`src/sv/jspfe_pkg.sv`:
```
// ----------------------------------------------------------------------------
// jspfe_pkg
// Shared widths, constants and the queue entry type of the joint step-period
// frame encoder.
// ----------------------------------------------------------------------------
package jspfe_pkg;

  localparam int NUM_JOINTS_DEF  = 6;
  localparam int QUEUE_DEPTH_DEF = 2;

  localparam int JOINT_W    = 3;
  localparam int SPEED_W    = 24;
  localparam int ANGLE_W    = 24;
  localparam int GEAR_W     = 12;
  localparam int MASK_W     = 6;
  localparam int CFG_IDX_W  = 3;
  localparam int CFG_DATA_W = 12;
  localparam int DIV_W      = SPEED_W + GEAR_W;
  localparam int NUMER_W    = 26;
  localparam int PERIOD_W   = 16;
  localparam int BYTE_W     = 8;
  localparam int FRAME_LEN  = 6;
  localparam int POS_W      = 3;

  // register map: indexes 0..5 are the per-joint gear ratios
  localparam logic [CFG_IDX_W-1:0] CFG_IDX_MASK = 3'd6;

  localparam logic [GEAR_W-1:0]   GEAR_RESET        = 12'd1;
  localparam logic [MASK_W-1:0]   MASK_RESET        = 6'd3;
  // 42e6 * 2 * pi / 6000, scaled by 1024
  localparam logic [NUMER_W-1:0]  PERIOD_NUMERATOR  = 26'd45037872;
  localparam logic [PERIOD_W-1:0] PERIOD_MAX        = 16'hFFFF;
  localparam logic [BYTE_W-1:0]   FRAME_HEAD        = 8'h66;
  localparam logic [BYTE_W-1:0]   FRAME_CHECK       = 8'h11;
  localparam logic [BYTE_W-1:0]   FRAME_TAIL        = 8'h88;

  typedef struct packed {
    logic [DIV_W-1:0] divisor;
    logic             dir;
  } job_t;

endpackage

```
`src/sv/jspfe_front.sv`:
```
// ----------------------------------------------------------------------------
// jspfe_front
// Takes joint updates, holds the configuration registers and per-joint angle
// state, resolves direction and forms the divisor |speed| * gear ratio.
// ----------------------------------------------------------------------------
module jspfe_front #(
  parameter int NUM_JOINTS = jspfe_pkg::NUM_JOINTS_DEF
) (
  input  logic                                clk,
  input  logic                                rst_n,
  input  logic                                in_valid,
  output logic                                in_stall,
  input  logic [jspfe_pkg::JOINT_W-1:0]       in_joint_number,
  input  logic signed [jspfe_pkg::SPEED_W-1:0] in_joint_speed,
  input  logic signed [jspfe_pkg::ANGLE_W-1:0] in_joint_angle,
  input  logic                                cfg_valid,
  output logic                                cfg_ready,
  input  logic [jspfe_pkg::CFG_IDX_W-1:0]     cfg_index,
  input  logic [jspfe_pkg::CFG_DATA_W-1:0]    cfg_data,
  output logic                                push,
  output jspfe_pkg::job_t                     push_job,
  input  logic                                q_full
);
  import jspfe_pkg::*;

  localparam int JW = (NUM_JOINTS > 1) ? $clog2(NUM_JOINTS) : 1;

  logic [GEAR_W-1:0]         gear_r [NUM_JOINTS];
  logic [NUM_JOINTS-1:0]     mask_r;
  logic signed [ANGLE_W-1:0] prev_angle_r [NUM_JOINTS];
  logic [NUM_JOINTS-1:0]     moving_up_r;
  logic [NUM_JOINTS-1:0]     seen_r;

  logic              s1_valid_r;
  logic [SPEED_W-1:0] mag_r;
  logic [GEAR_W-1:0]  gear_s_r;
  logic               dir_r;

  logic               in_accept;
  logic               joint_ok;
  logic [JW-1:0]      jidx;
  logic               up_nxt;
  logic [SPEED_W-1:0] mag_nxt;

  assign cfg_ready = 1'b1;
  assign push      = s1_valid_r && !q_full;
  assign in_stall  = s1_valid_r && q_full;
  assign in_accept = in_valid && !in_stall;
  assign joint_ok  = {1'b0, in_joint_number} < (JOINT_W + 1)'(NUM_JOINTS);
  assign jidx      = in_joint_number[JW-1:0];

  assign push_job.divisor = mag_r * gear_s_r;
  assign push_job.dir     = dir_r;

  // two's complement magnitude; the most negative speed maps to 2^23
  assign mag_nxt = in_joint_speed[SPEED_W-1] ? SPEED_W'(-in_joint_speed)
                                              : SPEED_W'(in_joint_speed);

  always_comb begin
    up_nxt = moving_up_r[jidx];
    if (seen_r[jidx]) begin
      if (in_joint_angle > prev_angle_r[jidx]) begin
        up_nxt = 1'b1;
      end else if (in_joint_angle < prev_angle_r[jidx]) begin
        up_nxt = 1'b0;
      end
    end
  end

  always_ff @(posedge clk) begin
    if (!rst_n) begin
      for (int j = 0; j < NUM_JOINTS; j++) begin
        gear_r[j]       <= GEAR_RESET;
        prev_angle_r[j] <= '0;
      end
      mask_r      <= MASK_RESET[NUM_JOINTS-1:0];
      moving_up_r <= '0;
      seen_r      <= '0;
      s1_valid_r  <= 1'b0;
    end else begin
      if (cfg_valid && cfg_ready) begin
        if (cfg_index < CFG_IDX_W'(NUM_JOINTS)) begin
          gear_r[cfg_index[JW-1:0]] <= cfg_data[GEAR_W-1:0];
        end else if (cfg_index == CFG_IDX_MASK) begin
          mask_r <= cfg_data[NUM_JOINTS-1:0];
        end
      end
      if (in_accept && joint_ok) begin
        prev_angle_r[jidx] <= in_joint_angle;
        moving_up_r[jidx]  <= up_nxt;
        seen_r[jidx]       <= 1'b1;
        s1_valid_r         <= 1'b1;
        mag_r              <= mag_nxt;
        gear_s_r           <= gear_r[jidx];
        dir_r              <= up_nxt ^ mask_r[jidx];
      end else if (push) begin
        s1_valid_r <= 1'b0;
      end
    end
  end

endmodule

```
`src/sv/jspfe_queue.sv`:
```
// ----------------------------------------------------------------------------
// jspfe_queue
// Short FIFO of pending division jobs between front and back.
// ----------------------------------------------------------------------------
module jspfe_queue #(
  parameter int DEPTH = jspfe_pkg::QUEUE_DEPTH_DEF
) (
  input  logic            clk,
  input  logic            rst_n,
  input  logic            push,
  input  jspfe_pkg::job_t push_job,
  output logic            full,
  input  logic            pop,
  output jspfe_pkg::job_t pop_job,
  output logic            empty
);
  import jspfe_pkg::*;

  localparam int PW = (DEPTH > 1) ? $clog2(DEPTH) : 1;
  localparam int CW = $clog2(DEPTH + 1);

  job_t          mem [DEPTH];
  logic [PW-1:0] wr_ptr_r;
  logic [PW-1:0] rd_ptr_r;
  logic [CW-1:0] count_r;

  assign full    = count_r == CW'(DEPTH);
  assign empty   = count_r == '0;
  assign pop_job = mem[rd_ptr_r];

  always_ff @(posedge clk) begin
    if (push && !full) begin
      mem[wr_ptr_r] <= push_job;
    end
  end

  always_ff @(posedge clk) begin
    if (!rst_n) begin
      wr_ptr_r <= '0;
      rd_ptr_r <= '0;
      count_r  <= '0;
    end else begin
      if (push && !full) begin
        wr_ptr_r <= (wr_ptr_r == PW'(DEPTH - 1)) ? '0 : wr_ptr_r + 1'b1;
      end
      if (pop && !empty) begin
        rd_ptr_r <= (rd_ptr_r == PW'(DEPTH - 1)) ? '0 : rd_ptr_r + 1'b1;
      end
      if ((push && !full) && !(pop && !empty)) begin
        count_r <= count_r + 1'b1;
      end else if (!(push && !full) && (pop && !empty)) begin
        count_r <= count_r - 1'b1;
      end
    end
  end

endmodule

```
`src/sv/jspfe_back.sv`:
```
// ----------------------------------------------------------------------------
// jspfe_back
// Restoring divider for the step period, then serializes the six-byte frame.
// ----------------------------------------------------------------------------
module jspfe_back (
  input  logic                           clk,
  input  logic                           rst_n,
  output logic                           pop,
  input  jspfe_pkg::job_t                pop_job,
  input  logic                           q_empty,
  output logic                           out_valid,
  input  logic                           out_stall,
  output logic [jspfe_pkg::BYTE_W-1:0]   out_frame_byte,
  output logic                           out_frame_last
);
  import jspfe_pkg::*;

  localparam int CNT_W = $clog2(NUMER_W);
  localparam logic [POS_W-1:0] POS_HEAD  = 3'd0;
  localparam logic [POS_W-1:0] POS_LO    = 3'd1;
  localparam logic [POS_W-1:0] POS_HI    = 3'd2;
  localparam logic [POS_W-1:0] POS_DIR   = 3'd3;
  localparam logic [POS_W-1:0] POS_CHECK = 3'd4;
  localparam logic [POS_W-1:0] POS_TAIL  = 3'd5;

  typedef enum logic [1:0] {ST_IDLE, ST_DIV, ST_SEND} state_t;

  state_t              state_r;
  logic [CNT_W-1:0]    cnt_r;
  logic [NUMER_W-1:0]  div_r;
  logic [NUMER_W-1:0]  rem_r;
  logic [NUMER_W-1:0]  quo_r;
  logic [PERIOD_W-1:0] period_r;
  logic                dir_r;
  logic [POS_W-1:0]    pos_r;

  logic [NUMER_W:0]    trial;
  logic [NUMER_W:0]    diff;
  logic                ge;
  logic [NUMER_W-1:0]  quo_nxt;
  logic                no_div;

  assign pop       = (state_r == ST_IDLE) && !q_empty;
  assign out_valid = state_r == ST_SEND;

  assign trial   = {rem_r, PERIOD_NUMERATOR[cnt_r]};
  assign diff    = trial - {1'b0, div_r};
  assign ge      = trial >= {1'b0, div_r};
  assign quo_nxt = {quo_r[NUMER_W-2:0], ge};
  // divisor zero, or larger than the numerator (quotient zero): saturate
  assign no_div  = (pop_job.divisor == '0) ||
                   (pop_job.divisor > DIV_W'(PERIOD_NUMERATOR));

  always_comb begin
    out_frame_last = pos_r == POS_TAIL;
    case (pos_r)
      POS_HEAD:  out_frame_byte = FRAME_HEAD;
      POS_LO:    out_frame_byte = period_r[BYTE_W-1:0];
      POS_HI:    out_frame_byte = period_r[PERIOD_W-1:BYTE_W];
      POS_DIR:   out_frame_byte = {{(BYTE_W-1){1'b0}}, dir_r};
      POS_CHECK: out_frame_byte = FRAME_CHECK;
      POS_TAIL:  out_frame_byte = FRAME_TAIL;
      default:   out_frame_byte = '0;
    endcase
  end

  always_ff @(posedge clk) begin
    if (!rst_n) begin
      state_r <= ST_IDLE;
      pos_r   <= POS_HEAD;
    end else begin
      case (state_r)
        ST_IDLE: begin
          if (pop) begin
            dir_r <= pop_job.dir;
            pos_r <= POS_HEAD;
            if (no_div) begin
              period_r <= PERIOD_MAX;
              state_r  <= ST_SEND;
            end else begin
              div_r   <= pop_job.divisor[NUMER_W-1:0];
              rem_r   <= '0;
              quo_r   <= '0;
              cnt_r   <= CNT_W'(NUMER_W - 1);
              state_r <= ST_DIV;
            end
          end
        end
        ST_DIV: begin
          rem_r <= ge ? diff[NUMER_W-1:0] : trial[NUMER_W-1:0];
          quo_r <= quo_nxt;
          cnt_r <= cnt_r - 1'b1;
          if (cnt_r == '0) begin
            if (quo_nxt == '0 || quo_nxt > NUMER_W'(PERIOD_MAX)) begin
              period_r <= PERIOD_MAX;
            end else begin
              period_r <= quo_nxt[PERIOD_W-1:0];
            end
            state_r <= ST_SEND;
          end
        end
        ST_SEND: begin
          if (!out_stall) begin
            if (pos_r == POS_TAIL) begin
              state_r <= ST_IDLE;
            end else begin
              pos_r <= pos_r + 1'b1;
            end
          end
        end
        default: state_r <= ST_IDLE;
      endcase
    end
  end

  // restoring division keeps the partial remainder below the divisor
  a_rem_bound: assert property (@(posedge clk) disable iff (!rst_n)
    (state_r == ST_DIV) |-> (rem_r < div_r))
    else $error("partial remainder not below divisor");

  a_tail_ends: assert property (@(posedge clk) disable iff (!rst_n)
    (out_valid && !out_stall && out_frame_last) |=> (state_r == ST_IDLE))
    else $error("frame did not end after trailer");

  a_pop_starts: assert property (@(posedge clk) disable iff (!rst_n)
    pop |=> (state_r == ST_DIV || state_r == ST_SEND))
    else $error("dequeued job not started");

endmodule

```
`src/sv/joint_step_period_frame_encoder_unit.sv`:
```
// Joint step-period frame encoder. Each accepted joint update (joint number,
// signed speed in 1/1024 rad/s, angle in 1e-4 rad) produces the six-byte frame
// 0x66, period low, period high, direction, 0x11, 0x88 on the out_ channel,
// frame_last marking the trailer. The period is floor(45037872 / (|speed| *
// gear ratio)), forced to 65535 when the divisor is zero or the quotient is
// zero or above 65535. Updates whose joint number is not below NUM_JOINTS are
// taken and dropped without output. A normal update occupies the back end for
// a dequeue step, the bit-serial restoring divider over a 26-bit quotient and
// the six frame bytes, plus any output stall; a saturated period skips the
// divider. The front end and a QUEUE_DEPTH-entry job queue keep taking
// updates while a frame is still being sent. cfg_ready is always high;
// configuration is meant to be written while no frame is pending.
// ----------------------------------------------------------------------------
// joint_step_period_frame_encoder_unit
// Top level: front end, job queue and divider/serializer back end.
// ----------------------------------------------------------------------------
module joint_step_period_frame_encoder_unit #(
  parameter int NUM_JOINTS  = jspfe_pkg::NUM_JOINTS_DEF,
  parameter int QUEUE_DEPTH = jspfe_pkg::QUEUE_DEPTH_DEF
) (
  input  logic                                 clk,
  input  logic                                 rst_n,
  input  logic                                 in_valid,
  output logic                                 in_stall,
  input  logic [jspfe_pkg::JOINT_W-1:0]        in_joint_number,
  input  logic signed [jspfe_pkg::SPEED_W-1:0] in_joint_speed,
  input  logic signed [jspfe_pkg::ANGLE_W-1:0] in_joint_angle,
  output logic                                 out_valid,
  input  logic                                 out_stall,
  output logic [jspfe_pkg::BYTE_W-1:0]         out_frame_byte,
  output logic                                 out_frame_last,
  input  logic                                 cfg_valid,
  output logic                                 cfg_ready,
  input  logic [jspfe_pkg::CFG_IDX_W-1:0]      cfg_index,
  input  logic [jspfe_pkg::CFG_DATA_W-1:0]     cfg_data
);
  import jspfe_pkg::*;

  logic push;
  job_t push_job;
  logic q_full;
  logic pop;
  job_t pop_job;
  logic q_empty;

  jspfe_front #(
    .NUM_JOINTS(NUM_JOINTS)
  ) u_front (
    .clk            (clk),
    .rst_n          (rst_n),
    .in_valid       (in_valid),
    .in_stall       (in_stall),
    .in_joint_number(in_joint_number),
    .in_joint_speed (in_joint_speed),
    .in_joint_angle (in_joint_angle),
    .cfg_valid      (cfg_valid),
    .cfg_ready      (cfg_ready),
    .cfg_index      (cfg_index),
    .cfg_data       (cfg_data),
    .push           (push),
    .push_job       (push_job),
    .q_full         (q_full)
  );

  jspfe_queue #(
    .DEPTH(QUEUE_DEPTH)
  ) u_queue (
    .clk     (clk),
    .rst_n   (rst_n),
    .push    (push),
    .push_job(push_job),
    .full    (q_full),
    .pop     (pop),
    .pop_job (pop_job),
    .empty   (q_empty)
  );

  jspfe_back u_back (
    .clk           (clk),
    .rst_n         (rst_n),
    .pop           (pop),
    .pop_job       (pop_job),
    .q_empty       (q_empty),
    .out_valid     (out_valid),
    .out_stall     (out_stall),
    .out_frame_byte(out_frame_byte),
    .out_frame_last(out_frame_last)
  );

endmodule

```
`config.mk`:
```
export PLATFORM = sky130hd
export DESIGN_NAME = joint_step_period_frame_encoder_unit
export DESIGN_NICKNAME = d
export VERILOG_FILES = /design/src/sv/jspfe_pkg.sv /design/src/sv/jspfe_front.sv /design/src/sv/jspfe_queue.sv /design/src/sv/jspfe_back.sv /design/src/sv/joint_step_period_frame_encoder_unit.sv
export SDC_FILE = /design/constraint.sdc
export NUM_CORES = 1
export LEC_CHECK = 0
export BUFFER_PORTS_ARGS = -buffer_cell sky130_fd_sc_hd__buf_2
export CAP_MARGIN = 20
export CORE_MARGIN = 2
export CORE_UTILIZATION = 55
export DETAILED_ROUTE_END_ITERATION = 7
export GPL_ROUTABILITY_DRIVEN = 0
export PLACE_DENSITY_LB_ADDON = 0.05
export SLEW_MARGIN = 20
export SYNTH_ARGS = -nofsm -noshare
export SYNTH_HDL_FRONTEND = slang
export SYNTH_SLANG_ARGS = --single-unit
```
`constraint.sdc`:
```
create_clock -name clk -period 5.8 [get_ports clk]
set_input_delay 0.87 -clock clk [delete_from_list [all_inputs] [get_ports clk]]
set_output_delay 0.87 -clock clk [all_outputs]
set_load 0.01 [all_outputs]
```
==> impl_metrics.ini, run 1 <==
[drt]
wire_per_inst_um = 20.90
dr.pass1.iters = 6
drc_errors = 0
vias = 23050
drt-total-wl_mm = 83.14
ant_nets = 0
drt_iter0_markers = 1881
vias_per_cell = 5.793

[floorplanning]
core_area_mm2 = 0.05924
io-pin-count = 83
placementRows = 89
die_h_um = 249.2
initial_core_util_pct = 55.80
die_w_um = 249.2
die-area_mm2 = 0.06209

[sta]
period_needed_ns = 5.660
hold_viol = 0
worst_pin_slew_ns = 1.053
finalCritPeriodShare_pct = 97.58
slew_headroom_pct = 29.79
final.setup.worst_slack_ns = 0.1402
hold_slack_ns = 0.4434
slew_viol_final = 0
max_freq_mhz = 176.7
fin_skew_ns = 0.02523
finalSetupViolations = 0

[global_route]
grt_usage_pct = 26.74
met3_usage_pct = 4.420
grt.overflow.total = 0
grt_pass1_vias = 23250
use_met1_pct = 36.38
gr-max-usage-layer = met2
grt_pass1_wl_mm = 129.9
antenna_found_initial = 4
grt_max_degree = 65
met2_usage_pct = 43.78

[synth]
ys_ff_latch = 528
ys_seq_area_share_pct = 47.05
yosysTopAreaCell = edfxtp_1
synth_top_area_share_pct = 45.24
synth.avg_cell_area_um2 = 11.13
ys_types = 78
synth_area_mm2 = 0.03306
synth_edf_count = 498
syn_inst = 2971
ys_async_sr_fraction_pct = 0
yosysWarningCount = 0
synth_area_leaders = edfxtp_1 45%, fa_1 13%, ha_1 5.0%, nand2_1 4.1%, inv_1 4.1%
ys.flop_type = edfxtp_1

[clock_tree]
cts_tree = yes
cts-root-buf = clkbuf_16
cts_sinks = 528
clk_pin_slew_ns = 0.07
clock_path_buffers = 3
insertion_delay_ns = 0.63
cts_buffers = 56
h-tree-depth = 2

[power]
power_density_mw_per_mm2 = 457.2
power_uw = 17070
swShare_pct = 37.14
peakVddDrop_v = 0.0005626
seq_power_share_pct = 31.2
power.switching_uw = 6338
p_leak_uw = 0.01572
pwr-share-comb_pct = 46.5
power.share.clock_pct = 22.3
p_int_uw = 10730

[worst_setup_path]
crit_required_ns = 6.16
crit_slowest_cell = fa_1
endpoint_kind = register
start_kind = register
crit_family = adder cells
arrival_ns = 6.02
worst-path-buf-inv = 3
critPathMaxStageDelay_ns = 0.56
worstPathMaxFanout = 6
crit_type = reg -> reg
cpMostUsedCell = fa_1
cp_cell_sequence = buf_6 -> and2_1 -> fa_1 -> fa_1 -> fa_1 -> fa_1 -> inv_1 -> fa_1 -> inv_1 -> ha_2 -> o21ai_1 -> nor2_1 -> o41a_1 -> a21o_1 -> a21o_1 -> a31o_2 -> a31oi_2 -> xnor2_1

[layout]
seqCellArea_mm2 = 0.01556
nets = 3584
fill_cells = 4849
mostFrequentLayoutCells = 498 x edfxtp_1, 359 x nand2_1, 358 x inv_1
syn_to_final_growth_pct = 12.93
multi_input_area_mm2 = 0.01603
drive_gt1_share_pct = 13.48
final_common_cell = edfxtp_1

[placed_design]
portBuffers = 81
post-place-ws_ns = 0.04061
dp_hpwl_mm = 57.85

[outcome]
outcome = finished, final reports clean

[min_path]
hold_class = reg -> reg

[run]
maxCapViolCount = 0
-- registers in the layout, indices dropped and copies added (netlist names), 5 cells and up, named ones only --
| signal | cells |
|---|---|
| u_queue.mem | 74 |
| u_back.rem_r | 26 |
| u_front.gear_s_r | 12 |
| u_front.gear_r | 96 |
| u_front.mask_r | 6 |
| u_front.mag_r | 24 |
| u_front.seen_r | 6 |
| u_back.quo_r | 25 |
| u_front.prev_angle_r | 192 |
| u_back.period_r | 16 |
| u_back.div_r | 26 |
| u_back.cnt_r | 5 |
| u_front.moving_up_r | 6 |
-- cells in the mapped netlist (20+ instances only) --
cell,number
edfxtp_1,498
nand2_1,360
inv_1,358
nor2_1,224
fa_1,221
and2_1,140
ha_1,133
clkbuf_1,115
a21oi_1,112
o21ai_0,71
and3_1,49
xnor2_1,49
mux2_2,46
nand3_1,45
mux2i_1,40
a221oi_1,38
a21o_1,34
nor3_1,34
dfxtp_1,30
nor2b_1,25
o21a_1,21
nor4_1,20
-- what timing repair did --
item / CTS / global route
setup endpoints to repair: 0 / 28
setup buffers: 0 / 28
endpoints found under the hold margin: 0 / 0
hold buffers: 0 / 0
resized for setup: 0 / 36
-- power groups by stage --
stage | registers [uW] | clock network [uW] | logic, uW
final | 5320 | 3800 | 7940
after global routing | 5350 | 4010 | 8830
after CTS | 5330 | 3880 | 7520
after detailed placement | 5410 | 0 | 7450
after global placement | 5400 | 0 | 7310
after floorplan | 5310 | 0 | 5310
-- through the flow --
stage | setup TNS (ns) | instance area (um^2) | cells | util (%)
2_1_floorplan | 0 | 33330 | 3042 | -
3_3_place_gp | 0 | 35020 | 3844 | 59.12
3_5_place_dp | 0 | 35040 | 3845 | 59.15
4_1_cts | 0 | 36990 | 3948 | 62.44
5_1_grt | -0.1560 | 37330 | 3977 | 63.01
6_report | 0 | 37330 | 3978 | 63.02
-- layout make-up --
cell class                      count  share of cell area (%)
Tap cell                          773                   2.591
Antenna cell                        1                0.006703
Clock buffer                       59                   3.784
Timing Repair Buffer              201                   3.965
Multi-Input combinational cell   2013                   42.94
Sequential cell                   528                   41.67
Clock inverter                     44                   1.441
Inverter                          359                   3.609
-- routing by layer --
metal | vias up | wire (um)
met5 | - | 71
met4 | 4 | 2449
met3 | 146 | 5954
met2 | 845 | 39910
met1 | 11480 | 34750
li1 | 10570 | -
-- kinds of logic after synthesis --
kind of cell	Yosys count	share of synthesized area (%)
compound gates	427	8.739
xor+xnor	63	1.669
fa+ha+maj	354	18.42
buf+inv	501	5.772
flops	528	47.05
mux	105	4.072
other cells	2	0.02272
simple gates	991	14.26
-- worst reg2reg max path, cell delays in order (launching register included) --
cell      delay, ns
edfxtp_1       0.53
buf_6          0.20
and2_1         0.17
fa_1           0.56
fa_1           0.45
fa_1           0.52
fa_1           0.55
inv_1          0.06
fa_1           0.52
inv_1          0.04
ha_2           0.32
o21ai_1        0.13
nor2_1         0.07
o41a_1         0.36
a21o_1         0.20
a21o_1         0.17
a31o_2         0.24
a31oi_2        0.19
xnor2_1        0.11
-- worst paths after layout --
| kind | from | end | slack (ns) | cells after the start |
|---|---|---|---|---|
| worst min-delay path | u_front.seen_r[4]$_SDFFE_PN0P_ | u_front.seen_r[4]$_SDFFE_PN0P_ | 0.44 | 2 |
| worst min register to register | u_front.seen_r[4]$_SDFFE_PN0P_ | u_front.seen_r[4]$_SDFFE_PN0P_ | 0.44 | 2 |
| worst max-delay path | u_front.gear_s_r[11]$_DFFE_PP_ | u_queue.mem[0][36]$_DFFE_PP_ | 0.14 | 18 |
| worst max register to register | u_front.gear_s_r[11]$_DFFE_PP_ | u_queue.mem[0][36]$_DFFE_PP_ | 0.14 | 18 |
Power figures use the tool's default switching activity.
==> inputs of run 2 (changes only) <==
--- a/config.mk
+++ b/config.mk
@@ -5,11 +5,11 @@
 export SDC_FILE = /design/constraint.sdc
 export NUM_CORES = 1
 export LEC_CHECK = 0
-export BUFFER_PORTS_ARGS = -buffer_cell sky130_fd_sc_hd__buf_2
 export CAP_MARGIN = 20
 export CORE_MARGIN = 2
 export CORE_UTILIZATION = 55
 export DETAILED_ROUTE_END_ITERATION = 7
+export DONT_BUFFER_PORTS = 1
 export GPL_ROUTABILITY_DRIVEN = 0
 export PLACE_DENSITY_LB_ADDON = 0.05
 export SLEW_MARGIN = 20
==> impl_metrics.ini, run 2 (synthesized netlist as in run 1, its figures left out) <==
[layout]
nets = 3510
largest_register = u_front.prev_angle_r
largestRegisters = u_front.prev_angle_r: 192 flops, u_front.gear_r: 96 flops, u_queue.mem: 74 flops
drive_gt1_share_pct = 11.28
fin_cells = 3904
final_common_cell = edfxtp_1
largest_register_ffs = 192
mostFrequentLayoutCells = 498 x edfxtp_1, 358 x nand2_1, 357 x inv_1
syn_to_final_growth_pct = 11.66

[sta]
finalCritPeriodShare_pct = 97.43
finalSetupViolations = 0
setup_tns_ns = 0
period_needed_ns = 5.651
slew_viol_final = 0
fin_skew_ns = 0.02541
slew_headroom_pct = 30.46
max_freq_mhz = 177.0
worst_pin_slew_ns = 1.043
hold_slack_ns = 0.3255
hold_viol = 0

[min_path]
min_from = rst_n
hold_class = in -> reg

[run]
maxCapViolCount = 0

[power]
peakVddDrop_v = 0.0006586
power.switching_uw = 6370
power_density_mw_per_mm2 = 461.2
seq_power_share_pct = 31.3
power.share.clock_pct = 20.3
p_leak_uw = 0.01537
pwr-share-comb_pct = 48.4
swShare_pct = 37.42
p_int_uw = 10660

[drt]
met3RoutedLength_mm = 6.568
drc_errors = 0
top_layer = met5
ant_nets = 0
wire_per_inst_um = 21.24
vias = 22730
drt-met1-wl_mm = 34.32
wl_met2_mm = 39.87
drt_iter0_markers = 1935
dr.pass1.iters = 6
vias_per_cell = 5.822
drt-total-wl_mm = 82.92

[clock_tree]
insertion_delay_ns = 0.62
clk_pin_slew_ns = 0.06
clock_path_buffers = 3
cts_tree = yes
cts-root-buf = clkbuf_16
cts_buffers = 55
cts_sinks = 528
h-tree-depth = 2

[worst_setup_path]
critPathMaxStageDelay_ns = 0.56
endpoint_kind = register
worstPathMaxFanout = 7
crit_family = adder cells
crit_type = reg -> reg
crit_path_start = u_front.gear_s_r[10]$_DFFE_PP_
crit_slowest_cell = edfxtp_1
cpMostUsedCell = fa_1
arrival_ns = 6.00
worst-path-buf-inv = 3
start_kind = register
crit_required_ns = 6.15
r2r_start = u_front.gear_s_r[10]$_DFFE_PP_
cp_cell_sequence = buf_6 -> and2_1 -> fa_1 -> fa_2 -> fa_2 -> fa_1 -> inv_1 -> fa_1 -> inv_1 -> ha_2 -> a211oi_2 -> nor2_2 -> o41a_1 -> a21o_1 -> a21o_1 -> a31o_2 -> a31oi_1 -> xnor2_1

[floorplanning]
die-area_mm2 = 0.06209
placementRows = 89
die_h_um = 249.2
initial_core_util_pct = 55.80
die_w_um = 249.2
io-pin-count = 83
core_area_mm2 = 0.05924

[outcome]
outcome = finished, final reports clean

[global_route]
antenna_found_initial = 4
grt_pass1_wl_mm = 128.8
grt_max_degree = 81
grt.overflow.total = 0
grt_pass1_vias = 23110
grt_usage_pct = 26.53

[placed_design]
dp_hpwl_mm = 57.44
portBuffers = 0
dp.cells = 3765
## run 2: power groups by stage
stage | Combinational, uW | Sequential (uW) | Clock, uW
final | 8240 | 5330 | 3460
after global routing | 9140 | 5360 | 3650
after CTS | 7530 | 5330 | 3510
after detailed placement | 7470 | 5410 | 0
after global placement | 7290 | 5390 | 0
after floorplan | 5310 | 5310 | 0
## run 2: area by class of cell
| class | instances | area (um^2) |
|---|---|---|
| multi-input combinational | 2013 | 16110 |
| clock buffer | 71 | 1478 |
| clock inverter | 30 | 282.8 |
| inverter | 359 | 1348 |
| fill | 4839 | 22330 |
| antenna | 2 | 5.005 |
| timing repair buffer | 128 | 1165 |
| sequential | 528 | 15560 |
| tap | 773 | 967.2 |
## run 2: path summary, 6_finish.rpt
path,endpoint,cells after the start,slack (ns)
setup / recovery,u_queue.mem[0][36]$_DFFE_PP_,18,0.15
hold / removal,u_front.mask_r[0]$_SDFFE_PN1P_,1,0.33
setup reg to reg,u_queue.mem[0][36]$_DFFE_PP_,18,0.15
hold reg to reg,u_front.seen_r[4]$_SDFFE_PN0P_,2,0.44
## run 2: per-stage QoR
stage	setup slack [ns]	instance area (um^2)	util (%)	power, uW
floorplan	0.2762	33330	-	10620
global placement	0.09445	34610	58.42	12680
detailed placement	-0.01961	34630	58.46	12880
CTS	0.001925	36420	61.49	16370
global route	-0.01542	36910	62.30	18150
finish	0.1490	36910	62.31	17030
## run 2: what timing repair did
item	CTS	global route
setup buffers	4	29
hold buffers	0	0
gates cloned	0	3
pin swaps	0	28
setup endpoints to repair	4	25
gates resized for setup	0	46
## run 2: per-layer routing
| layer | up-vias | global-route usage (%) |
|---|---|---|
| met3 | 137 | 5.308 |
| met5 | - | 0 |
| met1 | 11370 | 35.57 |
| met4 | 4 | 7.659 |
| li1 | 10390 | - |
| met2 | 827 | 44.03 |
==> inputs of run 3 (changes only) <==
--- a/config.mk
+++ b/config.mk
@@ -12,6 +12,7 @@
 export DONT_BUFFER_PORTS = 1
 export GPL_ROUTABILITY_DRIVEN = 0
 export PLACE_DENSITY_LB_ADDON = 0.05
+export SETUP_SLACK_MARGIN = 0.5
 export SLEW_MARGIN = 20
 export SYNTH_ARGS = -nofsm -noshare
 export SYNTH_HDL_FRONTEND = slang
==> impl_metrics.ini, run 3 (synthesized netlist as in run 1, its figures left out) <==
[sta]
rsz0062_at_grt = yes
finalSetupViolations = 0
hold_viol = 0
finalCritPeriodShare_pct = 94.68
fin_skew_ns = 0.03133
max_freq_mhz = 182.1
slew_viol_final = 0
final.setup.worst_slack_ns = 0.3085
worst_pin_slew_ns = 1.067
period_needed_ns = 5.491
setup_tns_ns = 0
slew_headroom_pct = 28.60

[power]
swShare_pct = 36.76
power.share.clock_pct = 20.1
peakVddDrop_v = 0.0007623
power_density_mw_per_mm2 = 488.6
pwr-share-comb_pct = 51.2
seq_power_share_pct = 28.8
p_int_uw = 11700
p_leak_uw = 0.01575
power.switching_uw = 6803

[worst_setup_path]
start_kind = register
cpMostUsedCell = fa_1
crit_type = reg -> reg
cp_cell_sequence = buf_12 -> nand2_1 -> fa_1 -> inv_1 -> fa_1 -> inv_1 -> fa_1 -> fa_1 -> fa_1 -> inv_1 -> ha_1 -> nand2_2 -> nor2_4 -> nand3_1 -> nor3_2 -> a2111o_1 -> nand3b_1 -> buf_4 -> a21oi_2 -> xor2_1
worst-path-buf-inv = 5
critPathMaxStageDelay_ns = 0.54
crit_required_ns = 6.23
endpoint_kind = register
arrival_ns = 5.92
crit_slowest_cell = fa_1
worstPathMaxFanout = 12
crit_family = adder cells

[layout]
largest_register = u_front.prev_angle_r
drive_gt1_share_pct = 14.99
fill_cells = 4689
antenna_cells = 0
largest_register_ffs = 192
nets = 3555
final_common_cell = edfxtp_1
syn_to_final_growth_pct = 14.55
largestRegisters = u_front.prev_angle_r: 192 flops, u_front.gear_r: 96 flops, u_queue.mem: 74 flops
mostFrequentLayoutCells = 498 x edfxtp_1, 349 x nand2_1, 349 x inv_1

[drt]
vias_per_cell = 5.785
dr.pass1.iters = 7
drc_errors = 0
ant_nets = 0
wire_per_inst_um = 21.21
vias = 22840
drt_iter0_markers = 1788
drt-total-wl_mm = 83.76

[global_route]
grt_max_degree = 89
grt_pass1_wl_mm = 130.5
grt.overflow.total = 0
grt_usage_pct = 26.76
grt_pass1_vias = 23650
antenna_found_initial = 2

[floorplanning]
die-area_mm2 = 0.06209
die_h_um = 249.2
die_w_um = 249.2
initial_core_util_pct = 55.80
placementRows = 89
core_area_mm2 = 0.05924
io-pin-count = 83

[clock_tree]
clock_path_buffers = 3
cts_tree = yes
cts_sinks = 528
cts-root-buf = clkbuf_16
insertion_delay_ns = 0.62
clk_pin_slew_ns = 0.06
cts.hold.buffers_added = 0
cts_buffers = 56
h-tree-depth = 2

[min_path]
hold_class = in -> reg

[placed_design]
post-place-ws_ns = 0.1229
portBuffers = 0
dp_hpwl_mm = 55.83

[run]
maxCapViolCount = 0

[outcome]
outcome = finished, final reports clean
-- run 3: cell types whose count changed in the layout (fill, tap and decap cells not counted), sizes merged --
cell	delta
diode	-2
bufinv	+1
clkinv	-10
inv	+2
buf	+42
clkbuf	+12
-- run 3: power by group through the flow --
stage | sequential [uW] | clock, uW | combinational, uW
global route | 5360 | 3930 | 10400
floorplan | 5310 | 0 | 5470
finish | 5320 | 3710 | 9470
CTS | 5330 | 3780 | 8440
global placement | 5410 | 0 | 7180
detailed placement | 5430 | 0 | 7330
-- run 3: per-layer routing --
layer	share of wire, %	GRT usage (%)	vias to the layer above	routed length [um]
li1	-	-	10500	-
met1	39	34.13	11370	32730
met2	51	47.07	790	42990
met3	6.2	3.741	174	5202
met4	3.4	8.916	2	2817
met5	0.016	0	-	13
-- run 3: through the flow --
step                      instance area, um^2  hold slack (ns)  power (uW)  instances  util (%)
after floorplan                         33420           0.4185       10780       3042         -
after global placement                  34510           0.4304       12580       3742     58.25
after CTS                               37180           0.2923       17550       3902     62.77
after global routing                    37870           0.2962       19660       3949     63.92
after detailed placement                34510           0.4394       12750       3742     58.25
final                                   37870           0.3224       18500       3949     63.92
-- run 3: cell type report --
class	count	area (um^2)	share of cell area, %
inverters	359	1348	3.558
well taps	773	967.2	2.554
flip-flops and latches	528	15560	41.08
clock inverters	23	286.5	0.7566
multi-input cells	2013	16460	43.45
repair buffers	172	1629	4.302
clock buffers	81	1628	4.298
-- run 3: worst paths after layout --
check / startpoint / to / slack (ns) / depth (start not counted)
max: u_front.gear_s_r[5]$_DFFE_PP_ / u_queue.mem[0][33]$_DFFE_PP_ / 0.31 / 20
min reg2reg: u_front.seen_r[2]$_SDFFE_PN0P_ / u_front.seen_r[2]$_SDFFE_PN0P_ / 0.45 / 2
max reg2reg: u_front.gear_s_r[5]$_DFFE_PP_ / u_queue.mem[0][33]$_DFFE_PP_ / 0.31 / 20
min: rst_n / u_front.mask_r[1]$_SDFFE_PN1P_ / 0.32 / 1
-- run 3: what timing repair did --
action / CTS / global route
cloned: 2 / 4
buffers inserted: 54 / 42
gates resized for setup: 67 / 55
endpoints found under the setup margin: 34 / 42
pin swaps: 41 / 63
